### src/hw/rtl/assert_macros.svh
// ----------------------------------------------------------------------------
// Assertion macros
// Clocked assertion wrappers; they expand to nothing in synthesis.
// ----------------------------------------------------------------------------
`ifndef ASSERT_MACROS_SVH
`define ASSERT_MACROS_SVH
`ifndef SYNTHESIS
// checked outside reset
`define R2P_ASSERT(lbl, prop) \
	lbl: assert property (@(posedge clk) disable iff (!arst_n) prop) \
		else $error("r2p: assertion failed");
// checked in reset too
`define R2P_ASSERT_RST(lbl, prop) \
	lbl: assert property (@(posedge clk) prop) \
		else $error("r2p: assertion failed");
`else
`define R2P_ASSERT(lbl, prop)
`define R2P_ASSERT_RST(lbl, prop)
`endif
`endif

### src/hw/rtl/r2p_pkg.sv
// ----------------------------------------------------------------------------
// r2p_pkg
// Shared types, widths and the arctangent table of the polar converter.
// ----------------------------------------------------------------------------
`default_nettype none

package r2p_pkg;

	localparam int SAMPLE_BITS  = 16;
	localparam int GUARD_BITS   = 24;
	localparam int ATAN_ENTRIES = 24;
	localparam int XW           = SAMPLE_BITS + GUARD_BITS + 3; // CORDIC x/y, with gain headroom
	localparam int ZW           = 34;                           // angle acc, 2^31 = pi
	localparam int SW           = 2 * SAMPLE_BITS;              // sum of squares
	localparam int RW           = SAMPLE_BITS + 2;              // root remainder
	localparam int ANGLE_SHIFT  = 32 - SAMPLE_BITS;

	localparam logic signed [ZW-1:0] QUARTER_TURN = ZW'(64'sd1 <<< 30);

	typedef struct packed {
		logic signed [SAMPLE_BITS-1:0] real_part;
		logic signed [SAMPLE_BITS-1:0] imag_part;
		logic                          last_in;
	} req_t;

	typedef struct packed {
		logic        [SAMPLE_BITS-1:0] magnitude;
		logic signed [SAMPLE_BITS-1:0] angle;
		logic                          last_out;
	} rsp_t;

	// state carried down the iteration chain
	typedef struct packed {
		logic signed [XW-1:0]          x;
		logic signed [XW-1:0]          y;
		logic signed [ZW-1:0]          z;
		logic        [SW-1:0]          s;
		logic        [RW-1:0]          rem;
		logic        [SAMPLE_BITS-1:0] root;
		logic                          zero;
		logic                          last;
	} stage_t;

	// atan(2^-k), 2^31 = pi
	function automatic logic signed [ZW-1:0] atan_of(input int k);
		logic signed [ZW-1:0] v;
		case (k)
			0:  v = ZW'(536870912);
			1:  v = ZW'(316933406);
			2:  v = ZW'(167458907);
			3:  v = ZW'(85004756);
			4:  v = ZW'(42667331);
			5:  v = ZW'(21354465);
			6:  v = ZW'(10679838);
			7:  v = ZW'(5340245);
			8:  v = ZW'(2670163);
			9:  v = ZW'(1335087);
			10: v = ZW'(667544);
			11: v = ZW'(333772);
			12: v = ZW'(166886);
			13: v = ZW'(83443);
			14: v = ZW'(41722);
			15: v = ZW'(20861);
			16: v = ZW'(10430);
			17: v = ZW'(5215);
			18: v = ZW'(2608);
			19: v = ZW'(1304);
			20: v = ZW'(652);
			21: v = ZW'(326);
			22: v = ZW'(163);
			23: v = ZW'(81);
			default: v = '0;
		endcase
		return v;
	endfunction

endpackage

`default_nettype wire

### src/hw/rtl/r2p_front.sv
// ----------------------------------------------------------------------------
// r2p_front
// Two entry stages: squares and quadrant fold, then the sum of squares.
// ----------------------------------------------------------------------------
`default_nettype none

module r2p_front import r2p_pkg::*; (
	input  wire logic   clk,
	input  wire logic   arst_n,
	input  wire logic   in_valid,
	input  wire req_t   req,
	output logic        out_valid,
	output stage_t      out_stage
);

	logic signed [XW-1:0] xe, ye, x_f, y_f;
	logic signed [ZW-1:0] z_f;

	logic                 vld_s1;
	logic signed [SW-1:0] sq_re_s1, sq_im_s1;
	logic signed [XW-1:0] x_s1, y_s1;
	logic signed [ZW-1:0] z_s1;
	logic                 zero_s1, last_s1;

	logic                 vld_s2;
	stage_t               stage_s2;

	// fold left half-plane into the right by a quarter turn
	always_comb begin
		xe  = XW'(req.real_part) <<< GUARD_BITS;
		ye  = XW'(req.imag_part) <<< GUARD_BITS;
		x_f = xe;
		y_f = ye;
		z_f = '0;
		if (xe < 0) begin
			if (ye >= 0) begin
				x_f = ye;
				y_f = -xe;
				z_f = QUARTER_TURN;
			end else begin
				x_f = -ye;
				y_f = xe;
				z_f = -QUARTER_TURN;
			end
		end
	end

	always_ff @(posedge clk or negedge arst_n) begin
		if (!arst_n) begin
			vld_s1 <= 1'b0;
			vld_s2 <= 1'b0;
		end else begin
			vld_s1 <= in_valid;
			vld_s2 <= vld_s1;
		end
	end

	always_ff @(posedge clk) begin
		sq_re_s1 <= req.real_part * req.real_part;
		sq_im_s1 <= req.imag_part * req.imag_part;
		x_s1     <= x_f;
		y_s1     <= y_f;
		z_s1     <= z_f;
		zero_s1  <= (req.real_part == '0) && (req.imag_part == '0);
		last_s1  <= req.last_in;
	end

	always_ff @(posedge clk) begin
		stage_s2.x    <= x_s1;
		stage_s2.y    <= y_s1;
		stage_s2.z    <= z_s1;
		stage_s2.s    <= $unsigned(sq_re_s1) + $unsigned(sq_im_s1);
		stage_s2.rem  <= '0;
		stage_s2.root <= '0;
		stage_s2.zero <= zero_s1;
		stage_s2.last <= last_s1;
	end

	assign out_valid = vld_s2;
	assign out_stage = stage_s2;

endmodule

`default_nettype wire

### config.mk
export PLATFORM = sky130hd
export DESIGN_NAME = r2p_front
export DESIGN_NICKNAME = d
export VERILOG_FILES = /design/src/hw/rtl/assert_macros.svh /design/src/hw/rtl/r2p_pkg.sv /design/src/hw/rtl/r2p_front.sv
export SDC_FILE = /design/constraint.sdc
export NUM_CORES = 1
export LEC_CHECK = 0
export ABC_AREA = 1
export BUFFER_PORTS_ARGS = -buffer_cell sky130_fd_sc_hd__buf_2
export CORE_MARGIN = 1
export CORE_UTILIZATION = 50
export CTS_BUF_LIST = sky130_fd_sc_hd__clkbuf_2 sky130_fd_sc_hd__clkbuf_4 sky130_fd_sc_hd__clkbuf_8
export DETAILED_ROUTE_END_ITERATION = 10
export PLACE_DENSITY = 0.72
export SYNTH_ARGS = -nofsm -noshare
export SYNTH_HDL_FRONTEND = slang
export SYNTH_SLANG_ARGS = --single-unit
### constraint.sdc
create_clock -name clk -period 3.51 [get_ports clk]
set_input_delay 0 -clock clk [delete_from_list [all_inputs] [get_ports clk]]
set_output_delay 0 -clock clk [all_outputs]
set_load 0.005 [all_outputs]
## After elaboration in Yosys (flattened, before gate mapping)

Index checks and enable logic that the tools add are counted.

- Latch bits: 0
- Memory bits (writable): 0
- Register bits: 342
- Memory bits (read-only): 0
- Output and inout port bits: 189
- Logic and storage cells: 35
- Input port bits: 36
- Memories kept: 0

- Multipliers: 2
- Equal/unequal tests: 0
- $add $sub $neg: 3
- Reduce and logical (&&, ||, !) cells: 5
- Magnitude comparators: 2
- Shift-type cells: 0
- Divide/modulo/power cells: 0
- Muxes and demuxes: 5
- Bitwise gates (word level): 1

Operator list:

| operator | count |
|---|---|
| 43-bit two-way mux | 4 |
| 40-bit negator with 43-bit output | 2 |
| 16-bit by 16-bit multiplier with 32-bit output | 2 |
| 40-bit by 1-bit greater-or-equal comparator with 1-bit output, second input constant | 1 |
| 40-bit by 1-bit < comparator with 1-bit output, second input constant | 1 |
| 34-bit two-way mux | 1 |
| 32-bit adder | 1 |
| 16-bit zero test | 2 |
| 2-bit AND reduction | 1 |
| 2-bit OR reduction | 1 |
| 1-bit logical AND | 1 |
| 1-bit NOT | 1 |

## Logic depth before layout (Yosys ltp)

- Word-level depth: 3
- Mapped depth: 27
- Depth with buffers taken out: 26

## Worst setup path before layout

No wires, ideal clock.

- Path type: input to register
- From: in req[16] (netlist bit)
- To: reg sq_im_s1[31]
- Arrival: 5154 ps
- Slack: -1756 ps
- Stages: 23
- Library setup time: 112 ps
- Buffers on the path: 3
- Data required time: 3398 ps
- Cells stage by stage: buf_2 buf_2 buf_1 nand2_1 inv_1 fa_1 fa_1 fa_1 fa_1 fa_1 inv_1 fa_1 inv_1 ha_1 nand2_2 nor2_1 inv_1 nor3_1 nand2_1 inv_1 nor2_1 nand2_1 nand2_1

- Word-level cells in the longest chain between the ends: 1

Ends and longest elaborated chain:

| element | RTL line | source |
|---|---|---|
| start: declaration | r2p_front.sv:11 | `input wire req_t req,` |
| 16-bit by 16-bit multiplier with 32-bit output | r2p_front.sv:60 | `sq_im_s1 <= req.imag_part * req.imag_part;` |
| end signal: assignment | r2p_front.sv:60 |  |
| end: declaration | r2p_front.sv:20 | `logic signed [SW-1:0] sq_re_s1, sq_im_s1;` |

No other way between the ends.
A chain may end at the register's enable or synchronous reset.

## Final worst setup path

- From: in req[32] (netlist bit)
- To: reg sq_re_s1[30]

- Word-level cells in the longest chain between the ends: 1

Ends and longest elaborated chain:

| element | RTL line | source |
|---|---|---|
| 16-bit by 16-bit multiplier with 32-bit output | r2p_front.sv:59 | `sq_re_s1 <= req.real_part * req.real_part;` |
| end signal: assignment | r2p_front.sv:59 |  |
| end: declaration | r2p_front.sv:20 |  |

No other way between the ends.

==> metrics.txt <==
final WL 80800 um; Warnings, synthesis 0; Slew @ Worst Pin 0.556 ns; Area growth syn-to-layout 36.0%; top cells by area, synth fa_1 (34%), inv_1 (13%), dfxtp_1 (13%), nand2_1 (12%), ha_1 (9.8%); Inst Count DP 4681; Overall Global Routing Usage 0.288; Async SR Flop Fraction 0.0111; Synth area leader fa_1; fin util 0.690; HPWL after detailed placement 61200 um; Max Clock Skew 0.0317 ns; critical path type in2reg; routability cong. 0.949; Bufs on Longest Clock Path 2; Startpoint Class input pin; DRC Markers 0; largest net degree at the start of global routing 20; most frequent cell after synthesis inv_1; TritonCTS Buffers 17; fraction of layout cells with a size suffix above 1 0.331; RSZ-0062 raised after global routing yes; worst-path fanout max 7; H-tree depth 4; Starting Density 0.508; fmax 219 MHz; number of cell rows 85; fin worst setup slack -1.05 ns; final antenna-violating net count 0; worst skew pair latency 0.59 ns; top post-synthesis cells by count inv_1 (974), nand2_1 (860), fa_1 (470), ha_1 (215), dfxtp_1 (178); synthesized area per cell 7.76 um2; library cells used by synthesis 46; Die Height 236 um; Max Slew Vio Count 0; Ports 225; first-pass GRT wire length 126000 um; Via Count 24164; CP Data Required Time 3.99 ns; clock sink count 180; post-synthesis instance total 3535; Hold Fails Final Rpt 0; Seq cells post-synth 180; type of the most critical hold path in2reg; clock transition at the registers of the reported paths 0.12 ns; fill cell count 3881; outcome finished, violations left; post-DR wirelength/cell 16.6 um; DR iter-0 viols 1632; Die ar. 55800 um2; vias per inst 4.95; CTS tree done; Slew headroom 0.629; # setup viols final 48; fin crit period 4.56 ns; CP arrival 5.05 ns; Worst Setup End Kind flip-flop; Core ar. 54000 um2; drt pass-1 iters 6; fin nets 4888; Synth top area share 0.343; Mapped Area 27400 um2; number of global-route vias before repair 25396; total gr overflow 0; Port Buffers 112; root buffer cell clkbuf_8; Max-Cap Viols 0; Tcrit/Tclk final 1.30; fin cells 4878; initial antenna violation count 1; ys flop type dfxtp_1; register area share after synthesis 0.132; failing checks setup timing; Die W 236 um; number of synthesized flops with an enable pin 0
path summary, 6_finish.rpt:
path | from | to | slack (ns) | cells past startpoint
max in group asynchronous | arst_n | out_valid | 3.12 | 3
min | req[29] | y_s1[39] | 0.02 | 5
max reg2reg | sq_re_s1[2] | out_stage[62] | 1.55 | 11
min reg2reg | x_s1[39] | out_stage[184] | 0.30 | 0
min in group asynchronous | arst_n | vld_s1 | 0.27 | 3
max | req[32] | sq_re_s1[30] | -1.05 | 24
logic make-up (layout without fill, tap and decap cells):
logic type / after synthesis / in the layout / share of synthesized area
fa+ha+maj: 685 / 685 / 0.441
mux: 2 / 2 / 0.000730
buf+inv: 1172 / 1703 / 0.179
flops: 180 / 180 / 0.132
xor+xnor: 75 / 75 / 0.0239
other cells: 1 / 117 / 0.000137
simple gates: 1252 / 1252 / 0.188
compound gates: 168 / 168 / 0.0352
layer usage:
metal,vias to the layer above,global-route usage,share of wire
met3,237,0.0520,0.063
met1,11750,0.351,0.39
met5,-,0.00433,0
li1,11323,-,-
met2,854,0.500,0.50
met4,0,0.117,0.047
timing repair:
action / CTS / global route
pin swaps: 235 / 235
hold buffers: 45 / 0
cloned: 3 / 2
setup endpoints to repair: 48 / 49
resized for setup: 412 / 336
buffers inserted: 61 / 57
hold endpoints to repair: 38 / 0
registers in the layout, indices dropped and copies added, names as in the netlist:
| signal | count |
|---|---|
| out_stage | 74 |
| sq_re_s1 | 31 |
| x_s1 | 19 |
| y_s1 | 19 |
| zero_s1 | 1 |
| z_s1 | 2 |
| out_valid | 1 |
| vld_s1 | 1 |
| sq_im_s1 | 31 |
| last_s1 | 1 |
placed cells by master (no fill, tap or decap), drive strengths merged, types with 49 or more instances in the layout:
cell	synthesis	layout
inv	977	981
nand2	868	868
buf	155	642
fa	470	470
ha	215	215
dfxtp	178	178
nor2	162	162
nand3	134	134
conb	1	115
a21oi	76	76
xor2	66	66
o21ai	49	49
layout make-up:
class | count | area [um2] | share of cell area
clock buffers | 18 | 248 | 0.00664
clock inverters | 14 | 148 | 0.00396
repair buffers | 691 | 6100 | 0.163
flip-flops and latches | 180 | 3610 | 0.0969
diodes | 2 | 5.00 | 0.000134
well taps | 696 | 871 | 0.0233
inverters | 980 | 3740 | 0.100
multi-input cells | 2297 | 22600 | 0.605
critical path: stages:
cell and delay, ns:
buf_12 0.10, buf_12 0.15, buf_8 0.12, nand2_4 0.05, fa_1 0.52, buf_4 0.16, fa_1 0.47, inv_1 0.05
fa_1 0.50, fa_1 0.58, fa_1 0.46, fa_1 0.62, ha_4 0.24, buf_12 0.13, nand2_4 0.08, inv_1 0.05
nand2_1 0.07, nand2_1 0.08, nand2_1 0.07, nand3_1 0.07, a21oi_2 0.14, nand2_1 0.09, nand2_1 0.12, nand2_1 0.09
metrics by stage:
step | setup TNS, ns | worst slack, ns | area, um2 | hold WS, ns
after global routing | -37.50 | -1.15 | 37300 | -0.00417
final | -31.84 | -1.05 | 37300 | 0.0151
after detailed placement | -68.74 | -1.62 | 32700 | -0.212
after CTS | -27.93 | -0.810 | 35700 | 0.000443
after floorplan | -43.84 | -1.40 | 29800 | -0.296
after global placement | -66.25 | -1.60 | 32700 | -0.216
Power is left out: the tool's default activity adds up to more than one toggle a clock period on the data nets, which glitch-free logic cannot reach.
