==> src/hw/rtl/assert_macros.svh <==
// ----------------------------------------------------------------------------
// Assertion macros
// Clocked assertion wrappers; they expand to nothing in synthesis.
// ----------------------------------------------------------------------------
`ifndef ASSERT_MACROS_SVH
`define ASSERT_MACROS_SVH
`ifndef SYNTHESIS
// checked outside reset
`define R2P_ASSERT(lbl, prop) \
	lbl: assert property (@(posedge clk) disable iff (!arst_n) prop) \
		else $error("r2p: assertion failed");
// checked in reset too
`define R2P_ASSERT_RST(lbl, prop) \
	lbl: assert property (@(posedge clk) prop) \
		else $error("r2p: assertion failed");
`else
`define R2P_ASSERT(lbl, prop)
`define R2P_ASSERT_RST(lbl, prop)
`endif
`endif

==> src/hw/rtl/r2p_pkg.sv <==
// ----------------------------------------------------------------------------
// r2p_pkg
// Shared types, widths and the arctangent table of the polar converter.
// ----------------------------------------------------------------------------
`default_nettype none

package r2p_pkg;

	localparam int SAMPLE_BITS  = 16;
	localparam int GUARD_BITS   = 24;
	localparam int ATAN_ENTRIES = 24;
	localparam int XW           = SAMPLE_BITS + GUARD_BITS + 3; // CORDIC x/y, with gain headroom
	localparam int ZW           = 34;                           // angle acc, 2^31 = pi
	localparam int SW           = 2 * SAMPLE_BITS;              // sum of squares
	localparam int RW           = SAMPLE_BITS + 2;              // root remainder
	localparam int ANGLE_SHIFT  = 32 - SAMPLE_BITS;

	localparam logic signed [ZW-1:0] QUARTER_TURN = ZW'(64'sd1 <<< 30);

	typedef struct packed {
		logic signed [SAMPLE_BITS-1:0] real_part;
		logic signed [SAMPLE_BITS-1:0] imag_part;
		logic                          last_in;
	} req_t;

	typedef struct packed {
		logic        [SAMPLE_BITS-1:0] magnitude;
		logic signed [SAMPLE_BITS-1:0] angle;
		logic                          last_out;
	} rsp_t;

	// state carried down the iteration chain
	typedef struct packed {
		logic signed [XW-1:0]          x;
		logic signed [XW-1:0]          y;
		logic signed [ZW-1:0]          z;
		logic        [SW-1:0]          s;
		logic        [RW-1:0]          rem;
		logic        [SAMPLE_BITS-1:0] root;
		logic                          zero;
		logic                          last;
	} stage_t;

	// atan(2^-k), 2^31 = pi
	function automatic logic signed [ZW-1:0] atan_of(input int k);
		logic signed [ZW-1:0] v;
		case (k)
			0:  v = ZW'(536870912);
			1:  v = ZW'(316933406);
			2:  v = ZW'(167458907);
			3:  v = ZW'(85004756);
			4:  v = ZW'(42667331);
			5:  v = ZW'(21354465);
			6:  v = ZW'(10679838);
			7:  v = ZW'(5340245);
			8:  v = ZW'(2670163);
			9:  v = ZW'(1335087);
			10: v = ZW'(667544);
			11: v = ZW'(333772);
			12: v = ZW'(166886);
			13: v = ZW'(83443);
			14: v = ZW'(41722);
			15: v = ZW'(20861);
			16: v = ZW'(10430);
			17: v = ZW'(5215);
			18: v = ZW'(2608);
			19: v = ZW'(1304);
			20: v = ZW'(652);
			21: v = ZW'(326);
			22: v = ZW'(163);
			23: v = ZW'(81);
			default: v = '0;
		endcase
		return v;
	endfunction

endpackage

`default_nettype wire

==> src/hw/rtl/r2p_iter.sv <==
// ----------------------------------------------------------------------------
// r2p_iter
// One chain stage: a CORDIC micro-rotation while STEP < CORDIC_STAGES and one digit of the square root while
// STEP < SAMPLE_BITS; otherwise that part of the state passes through.
`default_nettype none

module r2p_iter import r2p_pkg::*; #(
	parameter int STEP          = 0,
	parameter int CORDIC_STAGES = 16
) (
	input  wire logic   clk,
	input  wire logic   arst_n,
	input  wire logic   in_valid,
	input  wire stage_t in_stage,
	output logic        out_valid,
	output stage_t      out_stage
);

	logic signed [XW-1:0]          x_n, y_n;
	logic signed [ZW-1:0]          z_n;
	logic        [RW-1:0]          rem_n;
	logic        [SAMPLE_BITS-1:0] root_n;
	logic                          vld_q;
	stage_t                        out_q;

	generate
		if (STEP < CORDIC_STAGES) begin : g_rot
			logic signed [XW-1:0] dx, dy;
			always_comb begin
				dx = in_stage.y >>> STEP;
				dy = in_stage.x >>> STEP;
				if (!in_stage.y[XW-1]) begin
					x_n = in_stage.x + dx;
					y_n = in_stage.y - dy;
					z_n = in_stage.z + atan_of(STEP);
				end else begin
					x_n = in_stage.x - dx;
					y_n = in_stage.y + dy;
					z_n = in_stage.z - atan_of(STEP);
				end
			end
		end else begin : g_rot_pass
			assign x_n = in_stage.x;
			assign y_n = in_stage.y;
			assign z_n = in_stage.z;
		end

		if (STEP < SAMPLE_BITS) begin : g_root
			logic [RW-1:0] rem_sh, trial;
			always_comb begin
				rem_sh = {in_stage.rem[SAMPLE_BITS-1:0], in_stage.s[SW-1-2*STEP -: 2]};
				trial  = {in_stage.root, 2'b01};
				if (rem_sh >= trial) begin
					rem_n  = rem_sh - trial;
					root_n = {in_stage.root[SAMPLE_BITS-2:0], 1'b1};
				end else begin
					rem_n  = rem_sh;
					root_n = {in_stage.root[SAMPLE_BITS-2:0], 1'b0};
				end
			end
		end else begin : g_root_pass
			assign rem_n  = in_stage.rem;
			assign root_n = in_stage.root;
		end
	endgenerate

	always_ff @(posedge clk or negedge arst_n) begin
		if (!arst_n) begin
			vld_q <= 1'b0;
		end else begin
			vld_q <= in_valid;
		end
	end

	always_ff @(posedge clk) begin
		out_q.x    <= x_n;
		out_q.y    <= y_n;
		out_q.z    <= z_n;
		out_q.s    <= in_stage.s;
		out_q.rem  <= rem_n;
		out_q.root <= root_n;
		out_q.zero <= in_stage.zero;
		out_q.last <= in_stage.last;
	end

	assign out_valid = vld_q;
	assign out_stage = out_q;

endmodule

`default_nettype wire

==> config.mk <==
export PLATFORM = sky130hd
export DESIGN_NAME = r2p_iter
export DESIGN_NICKNAME = d
export VERILOG_FILES = /design/src/hw/rtl/assert_macros.svh /design/src/hw/rtl/r2p_pkg.sv /design/src/hw/rtl/r2p_iter.sv
export SDC_FILE = /design/constraint.sdc
export NUM_CORES = 1
export LEC_CHECK = 0
export ABC_AREA = 1
export BUFFER_PORTS_ARGS = -buffer_cell sky130_fd_sc_hd__buf_4
export CORE_AREA = 3 3 242 220
export CTS_CLUSTER_DIAMETER = 200
export DETAILED_ROUTE_END_ITERATION = 7
export DIE_AREA = 0 0 245 223
export GPL_TIMING_DRIVEN = 0
export PLACE_DENSITY = 0.48
export SETUP_SLACK_MARGIN = 0.3
export SLEW_MARGIN = 40
export SYNTH_ARGS = -nofsm -noshare
export SYNTH_HDL_FRONTEND = slang
export SYNTH_SLANG_ARGS = --single-unit
==> constraint.sdc <==
create_clock -name clk -period 1 [get_ports clk]
set_clock_uncertainty 0.15 [all_clocks]
set_input_delay 0.2 -clock clk [delete_from_list [all_inputs] [get_ports clk]]
set_output_delay 0.2 -clock clk [all_outputs]
set_load 0.005 [all_outputs]
### Word level (Yosys, flattened, before mapping)

Index checks and enable logic that the tools add are counted.

* $add $sub $neg: 6
* $mul: 0
* div/mod/pow operators: 0
* magnitude comparators: 1
* equality and inequality tests: 0
* shift operators: 0
* muxes and demuxes: 5
* bitwise logic cells: 0
* reductions and logical operators: 0

Operator list (count)
* $mux W43: 2
* $sub A43 B43 Y43: 2
* $add A43 B43 Y43: 1
* $add A34 B31 Y34 const B: 1
* $mux W34: 1
* $sub A34 B31 Y34 const B: 1
* $ge A18 B18 Y1: 1
* $mux W18: 1
* $sub A18 B18 Y18: 1
* $mux W1: 1

* register bits: 189
* bits in latches: 0
* memory bits (writable): 0
* memory bits (read-only): 0
* word-level logic and storage cells: 21
* memories kept: 0

### Longest topological paths before layout

* depth after elaboration: 2
* mapped depth: 17
* mapped depth without buffers: 16

### Worst setup path after synthesis

OpenSTA, ideal clock, no wires.

* path kind: input -> register
* from: in in_stage[145] (netlist bit)
* to: reg out_q, in the netlist out_stage[177]
* setup time: 114 ps
* data arrival time: 1738 ps
* required time: 736 ps
* path slack: -1002 ps
* cell stages on the path: 15
* path buffers: 0
* cell sequence: inv_1 -> ha_1 -> fa_1 -> inv_1 -> nand2_1 -> nand2_1 -> nand2_1 -> nand2_1 -> inv_1 -> o21ai_1 -> nand2_1 -> nand2_1 -> nand2_1 -> nand3_1 -> nand2_1

* cells in the longest elaborated chain, start to end: 2

RTL lines
* start, declared: line r2p_iter.sv:14 `input wire stage_t in_stage,`
* $add A43 B43 Y43 / $sub A43 B43 Y43 (equally long branches): line r2p_iter.sv:33, r2p_iter.sv:37
* $mux W43 (*): line r2p_iter.sv:32 `if (!in_stage.y[XW-1]) begin`
* net x_n[32]: line r2p_iter.sv:19 `logic signed [XW-1:0] x_n, y_n;`
* end, declared: line r2p_iter.sv:24 `stage_t out_q;`

Mark *: on every way through the listed nets, which the timed path passes. The rest lies on a longest branch.

### Final worst setup path

* from: in in_stage[145] (netlist bit)
* to: reg out_q, in the netlist out_stage[173]

Same word-level chain as after synthesis.

==> results.json <==
{
  "intPower_mw": 20.4,
  "fin_area_mm2": 0.0301,
  "dp.cells": 3700,
  "core_mm2": 0.0507,
  "ys_ff_latch": 188,
  "ys.warnings.count": 0,
  "ys_seq_area_share_pct": 24.0,
  "routedWlPerCell_um": 21.4,
  "cts_buffers": 17,
  "fin_crit_sh_pct": 176,
  "crit_required_ps": 1250,
  "finalNonFillerCells": 4019,
  "drt_iter0_drc": 1139,
  "wl_met2_um": 41400,
  "min_path_type": "input port to flip-flop",
  "ios": 380,
  "path_class": "input port to flip-flop",
  "rows": 78,
  "seq_power_share_pct": 26.6,
  "async_flop_share_pct": 0.532,
  "worst_slack_ps": -761,
  "setup-violations-final": 292,
  "drcViolationCount": 0,
  "critPathMaxFanout": 3,
  "fp.dieH_um": 223,
  "overflow": 0,
  "crit_arrival_ps": 2010,
  "area_delta_synth_final_pct": 91.3,
  "fin_nets": 3668,
  "final_common_cell": "nand2_1",
  "place_congestion": 0.967,
  "dr.max_layer_used": "met5",
  "clockPowerShare_pct": 21.2,
  "clockRootBuffer": "clkbuf_16",
  "report.final.slew_viol_count": 0,
  "wl_met1_um": 35400,
  "die_area_mm2": 0.0546,
  "worstMarginPinSlew_ps": 928,
  "relSlewSlack_pct": 38.1,
  "p_sw_mw": 14.0,
  "synthAdderAreaFrac_pct": 12.2,
  "hold_buffers": 79,
  "grt_pass1_vias": 18787,
  "wl_met3_um": 6310,
  "start_kind": "input port",
  "vias": 19775,
  "crit_path_end_kind": "flip-flop",
  "yosys.area_share.simple_pct": 37.5,
  "dp_hpwl_um": 68400,
  "final_util_pct": 59.3,
  "syn-num-nets": 2985,
  "muxShareOfSynthArea_pct": 0,
  "drv_cap": 0,
  "drt_pre_antenna_iters": 6,
  "cts_max_level": 4,
  "diodes": 0,
  "synth_compound_area_share_pct": 10.2,
  "report.power.total_mw": 34.3,
  "p_sw_share_pct": 40.7,
  "synth_top_family_by_area": "simple AND/OR/NAND/NOR gates",
  "synth_xor_area_share_pct": 2.73,
  "io_buffers": 377,
  "path_clk_slew_ps": 90,
  "track_usage_pct": 29.4,
  "cts_tree": "done",
  "timing.hold.ws_ps": -290,
  "start_util_pct": 31.0,
  "grt_pass1_wl_um": 119000,
  "grt_max_degree": 19,
  "p_leak_nw": 14.7,
  "synth_cell_types": 47,
  "routed_wl_um": 86100,
  "syn_area_mm2": 0.0157,
  "cts.sinks": 188,
  "ir_drop_mv": 1.43,
  "tns_ps": -112130,
  "violations": "negative hold slack, negative setup slack",
  "die_w_um": 245,
  "placed_area_mm2": 0.0214,
  "status": "finished, violations left",
  "synth_edf_count": 0,
  "hold_violations": 26,
  "layout_common_cells": "nand2_1 (541), buf_4 (314), inv_1 (307), buf_6 (244), nand2_2 (221)",
  "synth_ff_type": "dfxtp_1",
  "drive_gt1_share_pct": 55.7,
  "postSynthCellCount": 2643,
  "antenna_found_initial": 1,
  "power_frac_comb_pct": 52.3,
  "max_freq_mhz": 568,
  "syn_area_per_cell_um2": 5.95,
  "routed_via_density": 4.92,
  "drtAntennaViolNets": 0,
  "cts_buffer_depth": 2,
  "period_needed_ps": 1760,
  "p_per_area_mw_per_mm2": 1140,
  "rsz0062_at_grt": "yes"
}
[through the flow]
step,worst slack [ps],hold WS [ps]
final,-761,-290
after global routing,-823,-315
after CTS,-669,-334
after detailed placement,-1910,-172
after global placement,-1920,-175
after floorplan,-858,-246
[synth_stat cells (3+ instances only)]
library cell,n,area (µm²)
nand2_1,913,3430
inv_1,457,1720
nor2_1,256,961
nand3_1,215,1080
dfxtp_1,187,3740
ha_1,147,1840
a21oi_1,139,696
o21ai_0,73,365
xor2_1,38,333
o21bai_1,28,210
buf_4,21,158
buf_2,20,100
nand4_1,18,113
clkbuf_1,14,52.6
a21oi_2,13,114
nor3_1,12,60.1
xnor2_1,11,96.3
nor2_2,8,50.1
o21ai_1,8,40.0
o22ai_1,8,50.1
nand3b_1,7,52.6
and2_1,5,31.3
o211ai_1,5,37.5
or2_2,5,31.3
fa_1,4,80.1
o21a_1,4,30.0
a21o_1,3,22.5
nand2_2,3,18.8
[cell families after synthesis]
logic type | after synthesis
AOI/OAI and AO/OA | 286
xor gates and xnor gates | 49
adders and majority gates | 151
buffers and inverters | 520
DFF | 188
and+or+nand+nor | 1449
[routing by layer]
| layer | vias to the layer above | global-route usage, % |
|---|---|---|
| li1 | 9529 | - |
| met1 | 9339 | 37.3 |
| met2 | 778 | 50.3 |
| met3 | 127 | 5.42 |
| met4 | 2 | 9.77 |
| met5 | - | 0 |
[critical path: stages]
cell	delay, ps
buf_12	110
inv_12	30
ha_4	150
fa_2	400
inv_4	110
nand2_4	70
nand2_8	110
inv_8	60
o211ai_1	250
buf_4	200
nand2_4	90
nand2_2	70
nand2_1	40
nand3_1	60
nand2_1	60
[power by group through the flow]
| stage | Clock (mW) | Combinational (mW) | Sequential, mW |
|---|---|---|---|
| detailed placement | 0 | 12.3 | 9.00 |
| CTS | 7.48 | 14.5 | 8.83 |
| global placement | 0 | 12.2 | 8.97 |
| global route | 7.76 | 19.0 | 9.20 |
| floorplan | 0 | 6.83 | 9.02 |
| finish | 7.27 | 18.0 | 9.13 |
[final timing paths]
check	from	end	slack, ps	depth (start not counted)
worst max-delay path	in_stage[145]	out_stage[173]$_DFF_P_	-760	15
max in group asynchronous	arst_n	out_valid$_DFF_PN0_	710	2
worst min-delay path	in_stage[67]	out_stage[67]$_DFF_P_	-290	1
min in group asynchronous	arst_n	out_valid$_DFF_PN0_	-90	2
[layout make-up]
| cell class | instances | area, µm² |
|---|---|---|
| timing repair buffer | 664 | 6460 |
| clock buffer | 19 | 453 |
| multi-input combinational | 1935 | 15300 |
| fill | 4573 | 20600 |
| inverter | 459 | 1980 |
| sequential | 188 | 3970 |
| buffer | 61 | 911 |
| tap | 680 | 851 |
| clock inverter | 13 | 150 |
[registers in the layout (all words and copies together) (netlist names)]
name       count
out_stage    187
out_valid      1
[repair_timing]
| item | CTS | global route |
|---|---|---|
| endpoints found under the hold margin | 104 | 26 |
| gates cloned | 0 | 7 |
| setup buffers | 92 | 109 |
| resized for setup | 529 | 1031 |
| setup endpoints to repair | 296 | 296 |
| pin swaps | 149 | 326 |
(Power assumes the default switching activity.)
