[src/hw/rtl/assert_macros.svh]
// ----------------------------------------------------------------------------
// Assertion macros
// Clocked assertion wrappers; they expand to nothing in synthesis.
// ----------------------------------------------------------------------------
`ifndef ASSERT_MACROS_SVH
`define ASSERT_MACROS_SVH
`ifndef SYNTHESIS
// checked outside reset
`define R2P_ASSERT(lbl, prop) \
	lbl: assert property (@(posedge clk) disable iff (!arst_n) prop) \
		else $error("r2p: assertion failed");
// checked in reset too
`define R2P_ASSERT_RST(lbl, prop) \
	lbl: assert property (@(posedge clk) prop) \
		else $error("r2p: assertion failed");
`else
`define R2P_ASSERT(lbl, prop)
`define R2P_ASSERT_RST(lbl, prop)
`endif
`endif

[src/hw/rtl/r2p_pkg.sv]
// ----------------------------------------------------------------------------
// r2p_pkg
// Shared types, widths and the arctangent table of the polar converter.
// ----------------------------------------------------------------------------
`default_nettype none

package r2p_pkg;

	localparam int SAMPLE_BITS  = 16;
	localparam int GUARD_BITS   = 24;
	localparam int ATAN_ENTRIES = 24;
	localparam int XW           = SAMPLE_BITS + GUARD_BITS + 3; // CORDIC x/y, with gain headroom
	localparam int ZW           = 34;                           // angle acc, 2^31 = pi
	localparam int SW           = 2 * SAMPLE_BITS;              // sum of squares
	localparam int RW           = SAMPLE_BITS + 2;              // root remainder
	localparam int ANGLE_SHIFT  = 32 - SAMPLE_BITS;

	localparam logic signed [ZW-1:0] QUARTER_TURN = ZW'(64'sd1 <<< 30);

	typedef struct packed {
		logic signed [SAMPLE_BITS-1:0] real_part;
		logic signed [SAMPLE_BITS-1:0] imag_part;
		logic                          last_in;
	} req_t;

	typedef struct packed {
		logic        [SAMPLE_BITS-1:0] magnitude;
		logic signed [SAMPLE_BITS-1:0] angle;
		logic                          last_out;
	} rsp_t;

	// state carried down the iteration chain
	typedef struct packed {
		logic signed [XW-1:0]          x;
		logic signed [XW-1:0]          y;
		logic signed [ZW-1:0]          z;
		logic        [SW-1:0]          s;
		logic        [RW-1:0]          rem;
		logic        [SAMPLE_BITS-1:0] root;
		logic                          zero;
		logic                          last;
	} stage_t;

	// atan(2^-k), 2^31 = pi
	function automatic logic signed [ZW-1:0] atan_of(input int k);
		logic signed [ZW-1:0] v;
		case (k)
			0:  v = ZW'(536870912);
			1:  v = ZW'(316933406);
			2:  v = ZW'(167458907);
			3:  v = ZW'(85004756);
			4:  v = ZW'(42667331);
			5:  v = ZW'(21354465);
			6:  v = ZW'(10679838);
			7:  v = ZW'(5340245);
			8:  v = ZW'(2670163);
			9:  v = ZW'(1335087);
			10: v = ZW'(667544);
			11: v = ZW'(333772);
			12: v = ZW'(166886);
			13: v = ZW'(83443);
			14: v = ZW'(41722);
			15: v = ZW'(20861);
			16: v = ZW'(10430);
			17: v = ZW'(5215);
			18: v = ZW'(2608);
			19: v = ZW'(1304);
			20: v = ZW'(652);
			21: v = ZW'(326);
			22: v = ZW'(163);
			23: v = ZW'(81);
			default: v = '0;
		endcase
		return v;
	endfunction

endpackage

`default_nettype wire

[src/hw/rtl/r2p_back.sv]
// ----------------------------------------------------------------------------
// r2p_back
// Output stage: root rounding, angle rounding and clamp, zero-input override.
// ----------------------------------------------------------------------------
`default_nettype none

module r2p_back import r2p_pkg::*; (
	input  wire logic   clk,
	input  wire logic   arst_n,
	input  wire logic   in_valid,
	input  wire stage_t in_stage,
	output logic        done,
	output rsp_t        result
);

	localparam logic signed [ZW-1:0] ANGLE_RND =
		(ANGLE_SHIFT == 0) ? '0 : ZW'(64'sd1 <<< (ANGLE_SHIFT - 1));
	localparam logic signed [ZW-1:0] ANGLE_HI =
		ZW'((64'sd1 <<< (SAMPLE_BITS - 1)) - 64'sd1);
	localparam logic signed [ZW-1:0] ANGLE_LO = -ANGLE_HI - ZW'(1);

	logic signed [ZW-1:0]          z_rnd, z_sh, z_clip;
	logic        [SAMPLE_BITS-1:0] mag_n;
	logic                          done_q;
	rsp_t                          result_q;

	always_comb begin
		z_rnd = in_stage.z + ANGLE_RND;
		z_sh  = z_rnd >>> ANGLE_SHIFT;
		if (z_sh > ANGLE_HI) begin
			z_clip = ANGLE_HI;
		end else if (z_sh < ANGLE_LO) begin
			z_clip = ANGLE_LO;
		end else begin
			z_clip = z_sh;
		end
		// round half up: bump when s - r^2 exceeds r
		if (in_stage.rem > {2'b00, in_stage.root}) begin
			mag_n = in_stage.root + 1'b1;
		end else begin
			mag_n = in_stage.root;
		end
	end

	always_ff @(posedge clk or negedge arst_n) begin
		if (!arst_n) begin
			done_q <= 1'b0;
		end else begin
			done_q <= in_valid;
		end
	end

	always_ff @(posedge clk) begin
		result_q.magnitude <= mag_n;
		result_q.angle     <= in_stage.zero ? '0 : z_clip[SAMPLE_BITS-1:0];
		result_q.last_out  <= in_stage.last;
	end

	assign done   = done_q;
	assign result = result_q;

endmodule

`default_nettype wire

[config.mk]
export PLATFORM = sky130hd
export DESIGN_NAME = r2p_back
export DESIGN_NICKNAME = d
export VERILOG_FILES = /design/src/hw/rtl/assert_macros.svh /design/src/hw/rtl/r2p_pkg.sv /design/src/hw/rtl/r2p_back.sv
export SDC_FILE = /design/constraint.sdc
export NUM_CORES = 1
export LEC_CHECK = 0
export ABC_AREA = 1
export BUFFER_PORTS_ARGS = -buffer_cell sky130_fd_sc_hd__buf_2
export CAP_MARGIN = 20
export CORE_MARGIN = 2
export CORE_UTILIZATION = 34
export CTS_CLUSTER_DIAMETER = 80
export DETAILED_ROUTE_END_ITERATION = 10
export PLACE_DENSITY = 0.75
export REMOVE_ABC_BUFFERS = 1
export SKIP_CTS_REPAIR_TIMING = 1
export SYNTH_ARGS = -nofsm -noshare
export SYNTH_HDL_FRONTEND = slang
export SYNTH_SLANG_ARGS = --single-unit
[constraint.sdc]
create_clock -name clk -period 0.8 [get_ports clk]
set_input_delay 0.16 -clock clk [delete_from_list [all_inputs] [get_ports clk]]
set_output_delay 0.16 -clock clk [all_outputs]
set_load 0.02 [all_outputs]
; Yosys cells after proc, flatten, opt, wreduce, memory -nomap -nowiden
; Index checks and enable logic that the tools add are counted.
[op_classes]
add_sub_neg = 2
magnitude_cmp = 3
muxes = 3
reduce_logical = 1
[ops]
columns = op, n
row1 = adder 34 x 17 -> 34 bit (second input constant), 1
row2 = 2-to-1 mux 16 bit, 2
row3 = greater-than comparator 18 x 16 -> 1 bit, 1
row4 = greater-than comparator 18 x 16 -> 1 bit (second input constant), 1
row5 = < comparator 18 x 16 -> 1 bit (second input constant), 1
row6 = adder 16 x 1 -> 16 bit (second input constant), 1
row7 = 2-to-1 mux 15 bit, 1
row8 = OR reduction 2 bit, 1
[word_totals]
regBits = 34
inputBits = 191
output_inout_bits = 34
word_cells = 14

; Longest topological paths before layout
[depth]
ltp_word = 4
ltp_mapped = 14
mapped_depth_nobuf = 13

; Worst setup path before layout
; No wires, ideal clock.
[synth_timing]
path_kind = in2reg
from = input port in_stage[17] (netlist bit)
to = register result_q, in the netlist result[30]
setup_ps = 113
arrival_time_ps = 1416
required_time_ps = 687
path_slack_ps = -729
path_stages = 12
path_buffers = 1
cell_sequence = inv_1 ha_1 nand2_1 inv_1 nand2_1 nor2_1 nand4_1 nand3_2 nand2_1 buf_4 nand2_1 nand2_1
[synth_between]
elab_chain_len = 2
[synth_lines]
columns = item, line_no
row1 = from (decl), r2p_back.sv:11  ; input wire stage_t in_stage,
row2 = greater-than comparator 18 x 16 -> 1 bit, r2p_back.sv:38  ; if (in_stage.rem > {2'b00, in_stage.root}) begin
row3 = 2-to-1 mux 16 bit, r2p_back.sv:38
row4 = via mag_n[13], r2p_back.sv:23  ; logic [SAMPLE_BITS-1:0] mag_n;
row5 = to (decl), r2p_back.sv:25  ; rsp_t result_q;
; The timed path passes the listed nets, and every way through them passes these cells.
; A chain may end at the register's enable or synchronous reset.

; Worst setup path after layout
[layout_timing]
from = input port in_stage[16] (netlist bit)
to = register result_q, in the netlist result[28]
; Same word-level chain as after synthesis.

==> Implementation_results.wiki <==
{| class="wikitable"
! Metric !! Value
|-
| Synthesized instance count || 338
|-
| Num CTS Buffers || 5
|-
| H-Tree Level Count || 2
|-
| Portion of total power attributed to sequential cells || 0.349
|-
| Time the worst path needs with I/O delays and setup || ~1.6 ns
|-
| Area fraction of the dominant cell type after synthesis || 0.269
|-
| WL met3 || around 970 um
|-
| Synthesized area divided by synthesized cell count || approximately 7.3 sq um
|-
| Initial DRT Pass Iterations || 5
|-
| Final HPWL from detailed placement || 6.11 mm
|-
| Type of the worst setup path || input port to flip-flop
|-
| Uppermost layer routed || met4
|-
| Count of flip-flops with a built-in enable after synthesis || 0
|-
| Arithmetic-cell share of the synthesized area counting full adders, half adders and majority gates || 0.0917
|-
| Arrival @ worst endpoint || about 1.7 ns
|-
| Tcrit/Tclk final || 1.96
|-
| Final wirelength || about 12 mm
|-
| Peak VDD IR || ~0.00067 V
|-
| Final count of hold timing violations || 0
|-
| Cell with the most instances after synthesis || sky130_fd_sc_hd__nand2_1
|-
| CP max FO || 8
|-
| Least-Margin Pin Slew || about 0.33 ns
|-
| Static leakage power || roughly 2.3 nW
|-
| Initial core utilization || 0.356
|-
| Maximum number of pins on one net before global-route repair || 17
|-
| Required time at the worst-slack endpoint || around 1 ns
|-
| Sequential fraction of the synthesis area || 0.279
|-
| Complex-gate fraction of the synthesized area || 0.0341
|-
| Cell area after technology mapping || ~2500 sq um
|-
| Final Net Count || ~730
|-
| Worst Hold Depth || 3
|-
| Area taken by multi-input logic gates || ~2000 sq um
|-
| Yosys top cell by area || sky130_fd_sc_hd__dfxtp_1
|-
| Most used flip-flop cell after synthesis || sky130_fd_sc_hd__dfxtp_1
|-
| Failing checks || negative setup slack
|-
| Total die area || approximately 7900 sq um
|-
| Smallest setup slack after layout || -0.768 ns
|-
| Comb pwr share || 0.408
|-
| Post-synthesis async set-or-reset flop share || 0.0294
|-
| Average wire per cell in the routed design || around 19 um
|-
| Normalized max-slew margin || 0.780
|-
| Distinct cell type count after synthesis || 31
|-
| Number of register bits inferred by synthesis || 34
|-
| Xor and xnor fraction of the mapped netlist area || 0.0927
|-
| Placement row count || 30
|-
| Max frequency || 638 MHz
|-
| Ranking of synthesized cells by area || sky130_fd_sc_hd__dfxtp_1, sky130_fd_sc_hd__nand2_1, sky130_fd_sc_hd__ha_1
|-
| Post-detailed-route count of antenna-violating nets || 0
|-
| Number of vias per cell || approximately 5.3
|-
| Core footprint || 6910 sq um
|-
| CTS tree || built
|-
| Largest family of logic cells by synthesized area || simple AND/OR/NAND/NOR gates
|-
| Setup Viol. Count Final || 66
|-
| Warning count from the yosys run || 0
|-
| Worst hold-check slack || about 0.11 ns
|-
| Switching Power || slightly below 2 mW
|-
| Internal power of the cells || approximately 3.7 mW
|-
| Via count of the first global-routing pass || ~2800
|-
| Number of clock sinks || 34
|-
| Max-Cap Viols || 0
|-
| Pwr/cell area || around 1200 nW/um^2
|-
| Number of slew-limit violations in the final report || 0
|-
| Pre-CTS setup slack || -0.830 ns
|-
| Layout cell share with drive strength beyond 1 || 0.634
|-
| Number of top-level pins || about 230
|-
| Detail Route met2 WL || roughly 6.1 mm
|-
| Post-synth top cells || sky130_fd_sc_hd__nand2_1, sky130_fd_sc_hd__inv_1, sky130_fd_sc_hd__dfxtp_1
|-
| Aggregate global routing overflow || 0
|-
| Ant. Diodes || 0
|-
| Relative contribution of the clock network to total power || 0.244
|-
| Synthesized-area fraction occupied by and/or/nand/nor cells || 0.423
|-
| Chip width || approximately 89 um
|-
| CP startpoint kind || input port
|-
| Number of buffers on the longest clock path || 2
|-
| First-pass GRT wire length || between 10 and 15 mm
|-
| Multiplexer share of the synthesized area || 0
|-
| RSZ-0062 raised after global routing || true
|-
| Result of the run || finished, violations left
|-
| Wl on met1 || ~3.7 mm
|-
| Endpoint kind of the worst setup timing path || flip-flop
|-
| Remaining DRCs || 0
|-
| GR Util All Layers || 0.187
|-
| Switching power as a share of total power || 0.343
|-
| Root Buffer Master || sky130_fd_sc_hd__clkbuf_8
|-
| DRT iter0 DRCs || roughly 160
|-
| Storage cell area || slightly above 700 sq um
|-
| CTS clock-pin slew for the worst setup and hold paths || ~0.08 ns
|-
| Via count || 3299
|-
| Weighted congestion reported at the end of routability-driven placement || 0.924
|-
| Worst Hold Class || input port to flip-flop
|-
| Number of antenna violations at the first check in global routing || 0
|-
| Layout filler cell count || 466
|-
| Area Overhead vs Synth || 92.6%
|-
| Height of the die || slightly below 90 um
|-
| Port buffer count || 91
|}
[final timing paths]
path,start,to,slack (ns)
max,in_stage[16],result[28]$_DFF_P_,-0.77
max in group asynchronous,arst_n,done$_DFF_PN0_,0.56
min,in_stage[1],result[16]$_SDFF_PP0_,0.11
min in group asynchronous,arst_n,done$_DFF_PN0_,0.16
[cell families (layout without fill, tap and decap cells)]
kind of cell	Yosys count	in the layout
simple gates	205	207
buf+inv	42	226
flops	34	34
xor+xnor	26	26
fa+ha+maj	18	18
compound gates	13	13
[layout make-up]
type,count,area share
inverter,36,0.0328
sequential,34,0.153
multi-input combinational,264,0.427
clock buffer,7,0.0182
timing repair buffer,182,0.343
clock inverter,1,0.00106
tap,96,0.0254
[cell usage in the layout (no fill, tap or decap), types with 2 or more instances in the layout]
cell type,count
sky130_fd_sc_hd__inv_1,26
sky130_fd_sc_hd__buf_8,8
sky130_fd_sc_hd__dfxtp_2,32
sky130_fd_sc_hd__inv_2,6
sky130_fd_sc_hd__nand3_4,6
sky130_fd_sc_hd__xor2_1,19
sky130_fd_sc_hd__clkbuf_8,6
sky130_fd_sc_hd__clkbuf_16,2
sky130_fd_sc_hd__inv_6,2
sky130_fd_sc_hd__dlygate4sd3_1,3
sky130_fd_sc_hd__nor2_1,11
sky130_fd_sc_hd__nor2_4,11
sky130_fd_sc_hd__nand2_1,64
sky130_fd_sc_hd__nand2_8,2
sky130_fd_sc_hd__nand4_1,6
sky130_fd_sc_hd__nor3_2,4
sky130_fd_sc_hd__a21oi_2,2
sky130_fd_sc_hd__xnor2_1,7
sky130_fd_sc_hd__nand2_2,32
sky130_fd_sc_hd__buf_6,51
sky130_fd_sc_hd__a21oi_1,6
sky130_fd_sc_hd__ha_4,10
sky130_fd_sc_hd__ha_1,8
sky130_fd_sc_hd__buf_4,84
sky130_fd_sc_hd__nand3_1,24
sky130_fd_sc_hd__nand3_2,14
sky130_fd_sc_hd__nor2_2,9
sky130_fd_sc_hd__buf_2,31
sky130_fd_sc_hd__nand2_4,12
sky130_fd_sc_hd__nor3_1,10
sky130_fd_sc_hd__buf_12,3
[sequential cells by signal, summed over array words and instances (netlist names)]
name    count
result     33
done        1
[critical path, stage by stage]
cell and delay [ns]:
sky130_fd_sc_hd__buf_2 0.10, sky130_fd_sc_hd__inv_1 0.05, sky130_fd_sc_hd__ha_1 0.28, sky130_fd_sc_hd__nand2_1 0.05, sky130_fd_sc_hd__inv_1 0.09, sky130_fd_sc_hd__nand2_2 0.09, sky130_fd_sc_hd__nor2_4 0.12, sky130_fd_sc_hd__nand4_1 0.20
sky130_fd_sc_hd__nand3_4 0.17, sky130_fd_sc_hd__nand2_4 0.08, sky130_fd_sc_hd__clkbuf_16 0.17, sky130_fd_sc_hd__nand2_1 0.08, sky130_fd_sc_hd__nand2_1 0.08
[layer usage]
layer / global-route usage / vias to the layer above
met2: 0.368 / 224
met5: 0 / -
li1: - / 1456
met4: 0.0746 / 0
met1: 0.193 / 1540
met3: 0.0314 / 79
[per-stage QoR]
stage	power, mW	cell area (sq um)	std cells	setup TNS, ns	utilization
after CTS	4.79	3670	605	-19.23	0.532
final	5.65	4730	620	-19.48	0.685
after detailed placement	3.47	3580	597	-24.52	0.519
after floorplan	2.68	2400	332	-22.25	-
after global routing	5.85	4730	620	-21.10	0.685
after global placement	3.42	3580	597	-22.72	0.519
[power by group through the flow]
| stage | combinational [mW] | clock [mW] | sequential [mW] |
|---|---|---|---|
| 5_1_grt | 2.44 | 1.43 | 1.98 |
| 4_1_cts | 1.54 | 1.35 | 1.90 |
| 2_1_floorplan | 0.556 | 0 | 2.13 |
| 3_5_place_dp | 1.54 | 0 | 1.93 |
| 3_3_place_gp | 1.49 | 0 | 1.94 |
| 6_report | 2.30 | 1.38 | 1.97 |
Power figures use the tool's default switching activity.
